--- src/rtl/qsa_pkg.sv ---
// Shared types and constants of the ready queue sort and aging unit.
package qsa_pkg;

    localparam int QSA_DEPTH_DEF = 16;
    localparam int PID_W         = 8;
    localparam int SCORE_W       = 16;
    localparam int COUNT_OUT_W   = 5;

    typedef enum logic [2:0] {
        CMD_PUSH_TAIL = 3'd0,
        CMD_PUSH_HEAD = 3'd1,
        CMD_POP       = 3'd2,
        CMD_SORT      = 3'd3,
        CMD_AGE       = 3'd4,
        CMD_CLEAR     = 3'd5
    } t_cmd;

    localparam logic [1:0] STS_DONE  = 2'd0;
    localparam logic [1:0] STS_FULL  = 2'd1;
    localparam logic [1:0] STS_EMPTY = 2'd2;

    typedef struct packed {
        logic [PID_W-1:0]   pid;
        logic [SCORE_W-1:0] score;
    } t_entry;

    typedef struct packed {
        logic [PID_W-1:0]       popped_pid;
        logic [SCORE_W-1:0]     popped_score;
        logic [1:0]             status;
        logic [COUNT_OUT_W-1:0] entry_count;
        logic [SCORE_W-1:0]     head_score;
        logic                   head_valid;
    } t_result;

endpackage

--- src/rtl/qsa_mem.sv ---
// Entry memory: one write port, one read port with registered read data.
module qsa_mem #(
    parameter int DEPTH = qsa_pkg::QSA_DEPTH_DEF,
    parameter int AW    = $clog2(DEPTH)
) (
    input  logic            i_clk,
    input  logic            i_we,
    input  logic [AW-1:0]   i_waddr,
    input  qsa_pkg::t_entry i_wdata,
    input  logic            i_re,
    input  logic [AW-1:0]   i_raddr,
    output qsa_pkg::t_entry o_rdata
);
    import qsa_pkg::*;

    t_entry r_mem [DEPTH];
    t_entry r_rdata;

    always_ff @(posedge i_clk) begin
        if (i_we) begin
            r_mem[i_waddr] <= i_wdata;
        end
        if (i_re) begin
            r_rdata <= r_mem[i_raddr];
        end
    end

    assign o_rdata = r_rdata;

endmodule

--- src/rtl/qsa_ctrl.sv ---
// Command sequencer: ring pointers, count, sort and age walks over the entry memory.
module qsa_ctrl #(
    parameter int DEPTH = qsa_pkg::QSA_DEPTH_DEF,
    parameter int AW    = $clog2(DEPTH)
) (
    input  logic                        i_clk,
    input  logic                        i_rst_n,
    input  logic                        i_cmd_valid,
    output logic                        o_cmd_ready,
    input  logic [2:0]                  i_command,
    input  logic [qsa_pkg::PID_W-1:0]   i_new_pid,
    input  logic [qsa_pkg::SCORE_W-1:0] i_new_score,
    output logic                        o_res_valid,
    input  logic                        i_res_ready,
    output qsa_pkg::t_result            o_res,
    output logic                        o_mem_we,
    output logic [AW-1:0]               o_mem_waddr,
    output qsa_pkg::t_entry             o_mem_wdata,
    output logic                        o_mem_re,
    output logic [AW-1:0]               o_mem_raddr,
    input  qsa_pkg::t_entry             i_mem_rdata
);
    import qsa_pkg::*;

    localparam int CW = $clog2(DEPTH + 1);

    typedef enum logic [3:0] {
        S_IDLE,
        S_EXEC,
        S_POP_WAIT,
        S_SORT_LOAD,
        S_SORT_CMP,
        S_SORT_PUT,
        S_AGE,
        S_HEAD_RD,
        S_HEAD_WAIT,
        S_RESULT
    } t_state;

    t_state              r_state, n_state;
    logic [2:0]          r_cmd, n_cmd;
    t_entry              r_new, n_new;
    logic [AW-1:0]       r_head, n_head;
    logic [CW-1:0]       r_count, n_count;
    logic [CW-1:0]       r_i, n_i;
    logic [CW-1:0]       r_j, n_j;
    t_entry              r_cur, n_cur;
    logic                r_pend, n_pend;
    logic [AW-1:0]       r_pend_addr, n_pend_addr;
    t_entry              r_popped, n_popped;
    logic [1:0]          r_status, n_status;
    logic [SCORE_W-1:0]  r_head_score, n_head_score;

    logic [AW-1:0] head_dec;
    logic [AW-1:0] head_inc;
    logic [CW-1:0] i_nxt;
    logic [CW-1:0] j_nxt;

    // Logical slot k of the queue lives at (head + k) mod DEPTH.
    function automatic logic [AW-1:0] phys(input logic [AW-1:0] base, input logic [CW-1:0] k);
        logic [CW:0] sum;
        sum = (CW+1)'(base) + (CW+1)'(k);
        if (sum >= (CW+1)'(DEPTH)) begin
            sum = sum - (CW+1)'(DEPTH);
        end
        return sum[AW-1:0];
    endfunction

    assign head_dec = (r_head == '0) ? AW'(DEPTH - 1) : r_head - 1'b1;
    assign head_inc = (r_head == AW'(DEPTH - 1)) ? '0 : r_head + 1'b1;
    assign i_nxt    = r_i + 1'b1;
    assign j_nxt    = r_j + 1'b1;

    always_comb begin
        n_state      = r_state;
        n_cmd        = r_cmd;
        n_new        = r_new;
        n_head       = r_head;
        n_count      = r_count;
        n_i          = r_i;
        n_j          = r_j;
        n_cur        = r_cur;
        n_pend       = r_pend;
        n_pend_addr  = r_pend_addr;
        n_popped     = r_popped;
        n_status     = r_status;
        n_head_score = r_head_score;
        o_mem_we     = 1'b0;
        o_mem_waddr  = r_head;
        o_mem_wdata  = r_cur;
        o_mem_re     = 1'b0;
        o_mem_raddr  = r_head;

        case (r_state)
            S_IDLE: begin
                if (i_cmd_valid) begin
                    n_cmd       = i_command;
                    n_new.pid   = i_new_pid;
                    n_new.score = i_new_score;
                    n_popped    = '0;
                    n_status    = STS_DONE;
                    n_state     = S_EXEC;
                end
            end
            S_EXEC: begin
                n_state = S_HEAD_RD;
                case (r_cmd)
                    CMD_PUSH_TAIL: begin
                        if (r_count == CW'(DEPTH)) begin
                            n_status = STS_FULL;
                        end else begin
                            o_mem_we    = 1'b1;
                            o_mem_waddr = phys(r_head, r_count);
                            o_mem_wdata = r_new;
                            n_count     = r_count + 1'b1;
                        end
                    end
                    CMD_PUSH_HEAD: begin
                        if (r_count == CW'(DEPTH)) begin
                            n_status = STS_FULL;
                        end else begin
                            o_mem_we    = 1'b1;
                            o_mem_waddr = head_dec;
                            o_mem_wdata = r_new;
                            n_head      = head_dec;
                            n_count     = r_count + 1'b1;
                        end
                    end
                    CMD_POP: begin
                        if (r_count == '0) begin
                            n_status = STS_EMPTY;
                        end else begin
                            o_mem_re = 1'b1;
                            n_state  = S_POP_WAIT;
                        end
                    end
                    CMD_SORT: begin
                        if (r_count >= CW'(2)) begin
                            o_mem_re = 1'b1;
                            n_i      = '0;
                            n_state  = S_SORT_LOAD;
                        end
                    end
                    CMD_AGE: begin
                        n_i     = '0;
                        n_pend  = 1'b0;
                        n_state = S_AGE;
                    end
                    CMD_CLEAR: begin
                        n_count = '0;
                    end
                    default: begin
                    end
                endcase
            end
            S_POP_WAIT: begin
                n_popped = i_mem_rdata;
                n_head   = head_inc;
                n_count  = r_count - 1'b1;
                n_state  = S_HEAD_RD;
            end
            S_SORT_LOAD: begin
                // r_cur starts as the entry at position i and keeps the lowest score met in the inner pass.
                n_cur       = i_mem_rdata;
                n_j         = i_nxt;
                o_mem_re    = 1'b1;
                o_mem_raddr = phys(r_head, i_nxt);
                n_state     = S_SORT_CMP;
            end
            S_SORT_CMP: begin
                if (r_cur.score > i_mem_rdata.score) begin
                    o_mem_we    = 1'b1;
                    o_mem_waddr = phys(r_head, r_j);
                    o_mem_wdata = r_cur;
                    n_cur       = i_mem_rdata;
                end
                if (j_nxt < r_count) begin
                    o_mem_re    = 1'b1;
                    o_mem_raddr = phys(r_head, j_nxt);
                    n_j         = j_nxt;
                end else begin
                    n_state = S_SORT_PUT;
                end
            end
            S_SORT_PUT: begin
                o_mem_we    = 1'b1;
                o_mem_waddr = phys(r_head, r_i);
                o_mem_wdata = r_cur;
                n_i         = i_nxt;
                if ((i_nxt + 1'b1) < r_count) begin
                    o_mem_re    = 1'b1;
                    o_mem_raddr = phys(r_head, i_nxt);
                    n_state     = S_SORT_LOAD;
                end else begin
                    n_state = S_HEAD_RD;
                end
            end
            S_AGE: begin
                // Reads run one entry ahead of the write-back.
                if (r_pend) begin
                    o_mem_we          = 1'b1;
                    o_mem_waddr       = r_pend_addr;
                    o_mem_wdata.pid   = i_mem_rdata.pid;
                    o_mem_wdata.score = (i_mem_rdata.score != '0) ?
                                        i_mem_rdata.score - 1'b1 : i_mem_rdata.score;
                end
                if (r_i < r_count) begin
                    o_mem_re    = 1'b1;
                    o_mem_raddr = phys(r_head, r_i);
                    n_pend      = 1'b1;
                    n_pend_addr = phys(r_head, r_i);
                    n_i         = i_nxt;
                end else begin
                    n_pend = 1'b0;
                    if (!r_pend) begin
                        n_state = S_HEAD_RD;
                    end
                end
            end
            S_HEAD_RD: begin
                o_mem_re = 1'b1;
                n_state  = S_HEAD_WAIT;
            end
            S_HEAD_WAIT: begin
                n_head_score = (r_count != '0) ? i_mem_rdata.score : '0;
                n_state      = S_RESULT;
            end
            S_RESULT: begin
                if (i_res_ready) begin
                    n_state = S_IDLE;
                end
            end
            default: begin
                n_state = S_IDLE;
            end
        endcase
    end

    always_ff @(posedge i_clk) begin
        if (!i_rst_n) begin
            r_state <= S_IDLE;
            r_head  <= '0;
            r_count <= '0;
            r_pend  <= 1'b0;
        end else begin
            r_state <= n_state;
            r_head  <= n_head;
            r_count <= n_count;
            r_pend  <= n_pend;
        end
        r_cmd        <= n_cmd;
        r_new        <= n_new;
        r_i          <= n_i;
        r_j          <= n_j;
        r_cur        <= n_cur;
        r_pend_addr  <= n_pend_addr;
        r_popped     <= n_popped;
        r_status     <= n_status;
        r_head_score <= n_head_score;
    end

    assign o_cmd_ready        = (r_state == S_IDLE);
    assign o_res_valid        = (r_state == S_RESULT);
    assign o_res.popped_pid   = r_popped.pid;
    assign o_res.popped_score = r_popped.score;
    assign o_res.status       = r_status;
    assign o_res.entry_count  = COUNT_OUT_W'(r_count);
    assign o_res.head_score   = r_head_score;
    assign o_res.head_valid   = (r_count != '0);

    a_count_bound: assert property (@(posedge i_clk) disable iff (!i_rst_n)
        r_count <= CW'(DEPTH))
        else $error("queue count exceeds depth");

    a_no_write_idle: assert property (@(posedge i_clk) disable iff (!i_rst_n)
        (r_state == S_IDLE || r_state == S_RESULT) |-> !o_mem_we)
        else $error("memory written outside a command");

    a_same_addr: assert property (@(posedge i_clk) disable iff (!i_rst_n)
        (o_mem_we && o_mem_re) |-> (o_mem_waddr != o_mem_raddr))
        else $error("read and write of one entry in the same cycle");

    a_pop_shrinks: assert property (@(posedge i_clk) disable iff (!i_rst_n)
        (r_state == S_POP_WAIT) |=> (r_count == $past(r_count) - 1'b1))
        else $error("pop did not remove one entry");

endmodule

--- src/rtl/ready_queue_sort_and_aging_unit.sv ---
// Ready queue of (process id, job score) entries held in a ring memory, with sort and aging.
// One command beat at a time. The pace of the sort and aging walks is set by the single entry
// memory, which can be read once and written once per cycle by the sequencer; the sort makes
// one compare per cycle. The result beat sits in an output register, so the next command is
// taken while a result still waits.
module ready_queue_sort_and_aging_unit #(
    parameter int QUEUE_DEPTH = qsa_pkg::QSA_DEPTH_DEF
) (
    input  logic                                i_clk,
    input  logic                                i_rst_n,
    input  logic                                i_valid,
    output logic                                o_ready,
    input  logic [2:0]                          i_command,
    input  logic [qsa_pkg::PID_W-1:0]           i_new_pid,
    input  logic [qsa_pkg::SCORE_W-1:0]         i_new_score,
    output logic                                o_valid,
    input  logic                                i_ready,
    output logic [qsa_pkg::PID_W-1:0]           o_popped_pid,
    output logic [qsa_pkg::SCORE_W-1:0]         o_popped_score,
    output logic [1:0]                          o_status,
    output logic [qsa_pkg::COUNT_OUT_W-1:0]     o_entry_count,
    output logic [qsa_pkg::SCORE_W-1:0]         o_head_score,
    output logic                                o_head_valid
);
    import qsa_pkg::*;

    localparam int AW = $clog2(QUEUE_DEPTH);

    logic          mem_we;
    logic [AW-1:0] mem_waddr;
    t_entry        mem_wdata;
    logic          mem_re;
    logic [AW-1:0] mem_raddr;
    t_entry        mem_rdata;
    logic          res_valid;
    logic          res_ready;
    t_result       res;
    logic          r_o_valid;
    t_result       r_o_res;

    qsa_mem #(
        .DEPTH (QUEUE_DEPTH),
        .AW    (AW)
    ) u_mem (
        .i_clk   (i_clk),
        .i_we    (mem_we),
        .i_waddr (mem_waddr),
        .i_wdata (mem_wdata),
        .i_re    (mem_re),
        .i_raddr (mem_raddr),
        .o_rdata (mem_rdata)
    );

    qsa_ctrl #(
        .DEPTH (QUEUE_DEPTH),
        .AW    (AW)
    ) u_ctrl (
        .i_clk       (i_clk),
        .i_rst_n     (i_rst_n),
        .i_cmd_valid (i_valid),
        .o_cmd_ready (o_ready),
        .i_command   (i_command),
        .i_new_pid   (i_new_pid),
        .i_new_score (i_new_score),
        .o_res_valid (res_valid),
        .i_res_ready (res_ready),
        .o_res       (res),
        .o_mem_we    (mem_we),
        .o_mem_waddr (mem_waddr),
        .o_mem_wdata (mem_wdata),
        .o_mem_re    (mem_re),
        .o_mem_raddr (mem_raddr),
        .i_mem_rdata (mem_rdata)
    );

    // The output register frees up in the same cycle its beat is taken.
    assign res_ready = !r_o_valid || i_ready;

    always_ff @(posedge i_clk) begin
        if (!i_rst_n) begin
            r_o_valid <= 1'b0;
        end else if (res_valid && res_ready) begin
            r_o_valid <= 1'b1;
        end else if (i_ready) begin
            r_o_valid <= 1'b0;
        end
        if (res_valid && res_ready) begin
            r_o_res <= res;
        end
    end

    assign o_valid        = r_o_valid;
    assign o_popped_pid   = r_o_res.popped_pid;
    assign o_popped_score = r_o_res.popped_score;
    assign o_status       = r_o_res.status;
    assign o_entry_count  = r_o_res.entry_count;
    assign o_head_score   = r_o_res.head_score;
    assign o_head_valid   = r_o_res.head_valid;

endmodule

--- config.mk ---
export PLATFORM = sky130hd
export DESIGN_NAME = ready_queue_sort_and_aging_unit
export DESIGN_NICKNAME = d
export VERILOG_FILES = /design/src/rtl/qsa_pkg.sv /design/src/rtl/qsa_mem.sv /design/src/rtl/qsa_ctrl.sv /design/src/rtl/ready_queue_sort_and_aging_unit.sv
export SDC_FILE = /design/constraint.sdc
export NUM_CORES = 1
export LEC_CHECK = 0
export BUFFER_PORTS_ARGS = -buffer_cell sky130_fd_sc_hd__buf_4
export CAP_MARGIN = 10
export CORE_UTILIZATION = 50
export DETAILED_ROUTE_END_ITERATION = 8
export PLACE_DENSITY = 0.66
export SYNTH_ARGS = -nofsm -noshare
export SYNTH_HDL_FRONTEND = slang
export SYNTH_SLANG_ARGS = --single-unit
--- constraint.sdc ---
create_clock -name i_clk -period 13.9 [get_ports i_clk]
set_clock_uncertainty 0.15 [all_clocks]
set_input_delay 0.695 -clock i_clk [delete_from_list [all_inputs] [get_ports i_clk]]
set_output_delay 0.695 -clock i_clk [all_outputs]
set_load 0.05 [all_outputs]
==> results.txt <==
Status -> finished clean
Reg2Reg Depth -> 14
RD Place Congestion -> 0.900
Synth top area share -> 69.5%
Final setup violating endpoints -> 0
Largest family of logic cells by synthesized area -> multiplexers
Crit path required time -> 14.10 ns
Die H -> 223 µm
Number of global-route vias before repair -> 14000
Root buf cell -> clkbuf_16
Worst-margin pin slew -> 1.16 ns
# port buffers -> 80
FFs w/ async S/R, synth -> 0%
Register area share after synthesis -> 70.7%
Fill cells -> 3649
Reg-to-reg setup timing slack -> 7.90 ns
Critical Path End Type -> flip-flop
Flops & latches, synth -> 578
Critical path type -> reg2reg
Clock-pin slew on the worst setup and hold paths -> 0.06 ns
Number of setup buffers added after CTS -> 0
Worst endpoint data arrival time -> 6.20 ns
Hold WC Path Type -> in2reg
Cell taking the most area after synthesis -> edfxtp_1
P_leak -> 9.68 nW
Antenna diodes -> 0
Clock Path Buffers -> 3
Total Wirelength -> 56.8 mm
Top cells by area, synth -> edfxtp_1 (69%), mux2_2 (6.8%), ha_1 (2.7%), mux2i_1 (2.2%), o22ai_1 (1.9%)
Crit-path cells -> ha_1 -> xnor2_1 -> nor3b_1 -> xnor2_1 -> ha_1 -> a21o_1 -> and2_1 -> a31o_2 -> a311o_1 -> o21ai_0 -> nand4_1 -> buf_4 -> o22ai_1 -> nor4_1
Critical path launch point type -> flip-flop
Hold Fails Final Rpt -> 0
Layout cells sized above 1 -> 23.6%
Synthesized area -> 0.0243 mm²
Xor and xnor fraction of the mapped netlist area -> 1.30%
Drt wl/cell -> 24.2 µm
Post-route minimum period -> 6.00 ns
CTS Hold Bufs -> 0
Most frequent cells in the layout -> edfxtp_1 (563), mux2_2 (147), buf_4 (130), nor2_1 (85), o22ai_1 (72)
RSZ-0062 raised after global routing -> no
Final ANT Viol Nets -> 0
Compound-Gate Fraction of Synth Area -> 7.70%
Synthesis-to-layout area growth -> 14.0%
CTS buffer count -> 57
# rows -> 80
Simple-gate portion of the synthesized area -> 6.15%
Slowest stage cell, crit path -> nand4_1
Die area -> 0.0495 mm²
Hold EP -> u_ctrl.r_new[19]$_DFFE_PP_
Io pins -> 81
Clk sinks -> 578
Largest delay share family, worst path -> compound AO/OA/AOI/OAI gates
Total negative slack -> 0 ns
Post-synthesis adder-cell area fraction -> 3.09%
Yosys warning count -> 0
Reg2reg start -> u_ctrl.r_i[0]$_SDFFCE_PP0P_
Clk_lat worst skew -> 0.61 ns
PwrDens -> 229 mW/mm²
Hold_sp -> i_new_pid[3]
Max VDD drop -> 0.346 mV
RR Endpoint -> u_mem.o_rdata[7]$_DFFE_PP_
Global-route wire length before repair -> 85.1 mm
Post-CTS sizing -> 0
CTS tree -> built
Multiplexer share of the synthesized area -> 8.98%
Tot GR Track Use -> 23.1%
Slew Limit Fails -> 0
CP bufs+invs -> 1
Initial Util -> 50.8%
Post-synth EDFFs -> 563
Library cells used by synthesis -> 69
# DRC -> 0
DPL Wire Length -> 33.5 mm
Total vias in the final route -> 14000
Nets@finish -> 1772
Max cap viols -> 0
Post-Syn Nets -> 1652
H-tree depth -> 2
Most common cell after layout, fill and taps aside -> edfxtp_1
Cells after synthesis -> 1564
Via-to-Cell Ratio -> 5.96
Max Fclk -> 0.167 GHz
GRT Residual Overflow -> 0
Largest stage delay, worst path -> 1.09 ns
Crit path max fanout -> 13
Post-Syn Area per Cell -> 15.6 µm²
Hold Path Stages -> 1
Ys flop type -> edfxtp_1
Core Util, Final -> 58.0%
Slew Limit Headroom -> 22.0%
Fin crit share -> 43.2%
Initial antenna violation count -> 0
DRT Pass-1 Iters -> 5
Die Wd -> 223 µm
First DRT Iteration DRCs -> 1281
Core area -> 0.0478 mm²
Largest net degree at the start of global routing -> 147
-- sequential cells by signal, summed over array words and instances (netlist names), 2 cells and up --
signal               flops
u_ctrl.r_count           5
u_ctrl.r_pend_addr       4
u_ctrl.r_cur            24
u_mem.o_rdata           24
o_head_score            16
u_ctrl.o_res            24
u_ctrl.r_state           4
o_popped_pid             8
o_status                 2
o_entry_count            5
u_ctrl.r_status          2
u_ctrl.r_head            4
o_popped_score          16
u_ctrl.r_j               5
u_ctrl.r_new            24
u_ctrl.r_i               5
u_ctrl.r_head_score     16
u_mem.r_mem            384
u_ctrl.r_cmd             3
-- worst max-delay path by stage --
stage	slack [ns]	start	end	cells after the start
2_1_floorplan	9.08	u_ctrl.r_state[1]$_SDFFE_PN0P_	o_entry_count[0]$_DFFE_PP_	4
3_3_place_gp	8.31	u_ctrl.r_i[0]$_SDFFCE_PP0P_	u_mem.o_rdata[21]$_DFFE_PP_	14
3_5_place_dp	8.02	u_ctrl.r_i[0]$_SDFFCE_PP0P_	u_mem.o_rdata[7]$_DFFE_PP_	14
4_1_cts	7.99	u_ctrl.r_i[0]$_SDFFCE_PP0P_	u_mem.o_rdata[7]$_DFFE_PP_	14
5_1_grt	7.72	u_ctrl.r_i[0]$_SDFFCE_PP0P_	u_mem.o_rdata[7]$_DFFE_PP_	14
6_report	7.90	u_ctrl.r_i[0]$_SDFFCE_PP0P_	u_mem.o_rdata[7]$_DFFE_PP_	14
-- cell usage after synthesis, drive strengths merged, types with 33 or more instances --
master,number
a21oi,50
clkbuf,43
edfxtp,563
ha,52
inv,42
mux2,147
mux2i,53
nand2,51
nor2,102
nor4,33
o21ai,46
o22ai,72
-- layer usage --
layer,wire length [µm],GRT usage [%],vias up
li1,-,-,6356
met1,24000,30.7,7041
met2,27900,38.8,467
met3,3310,3.80,103
met4,1550,7.27,0
met5,0,0,-
-- power breakdown --
part | total (mW) | internal, mW | switching, mW | leakage (nW)
logic | 2.23 | 0.865 | 1.37 | 3.56
clock network | 1.54 | 0.885 | 0.657 | 0.890
registers | 2.57 | 2.40 | 0.168 | 5.23
total | 6.34 | 4.15 | 2.19 | 9.68
-- worst register-to-register path, cell delays in order, from the launching register on --
cell	delay (ns)
edfxtp_1	0.53
ha_1	0.30
xnor2_1	0.49
nor3b_1	0.13
xnor2_1	0.16
ha_1	0.30
a21o_1	0.18
and2_1	0.15
a31o_2	0.23
a311o_1	0.39
o21ai_0	0.75
nand4_1	1.09
buf_4	0.56
o22ai_1	0.25
nor4_1	0.08
-- cell type report --
cell class,count,area [µm²],area share [%]
clock buffers,64,1450,5.24
clock inverters,41,419,1.51
inverters,42,158,0.568
multi-input cells,873,6720,24.2
flip-flops and latches,578,17200,62.0
well taps,615,769,2.77
repair buffers,132,1010,3.63
-- stage by stage --
stage	hold slack [ns]	area, µm²	std cells	power [mW]	worst slack (ns)
4_1_cts	0.0703	27700	2343	6.36	7.99
3_5_place_dp	0.255	25800	2238	4.81	8.02
2_1_floorplan	0.250	24300	1564	4.14	9.08
6_report	0.108	27700	2345	6.34	7.90
3_3_place_gp	0.254	25800	2238	4.75	8.31
5_1_grt	0.0762	27700	2345	6.64	7.72
-- cell families after synthesis --
kind of cell / Yosys count
simple gates: 298
mux: 200
compound gates: 282
fa+ha+maj: 57
buf+inv: 113
xor+xnor: 36
flops: 578
(Power assumes the default switching activity.)
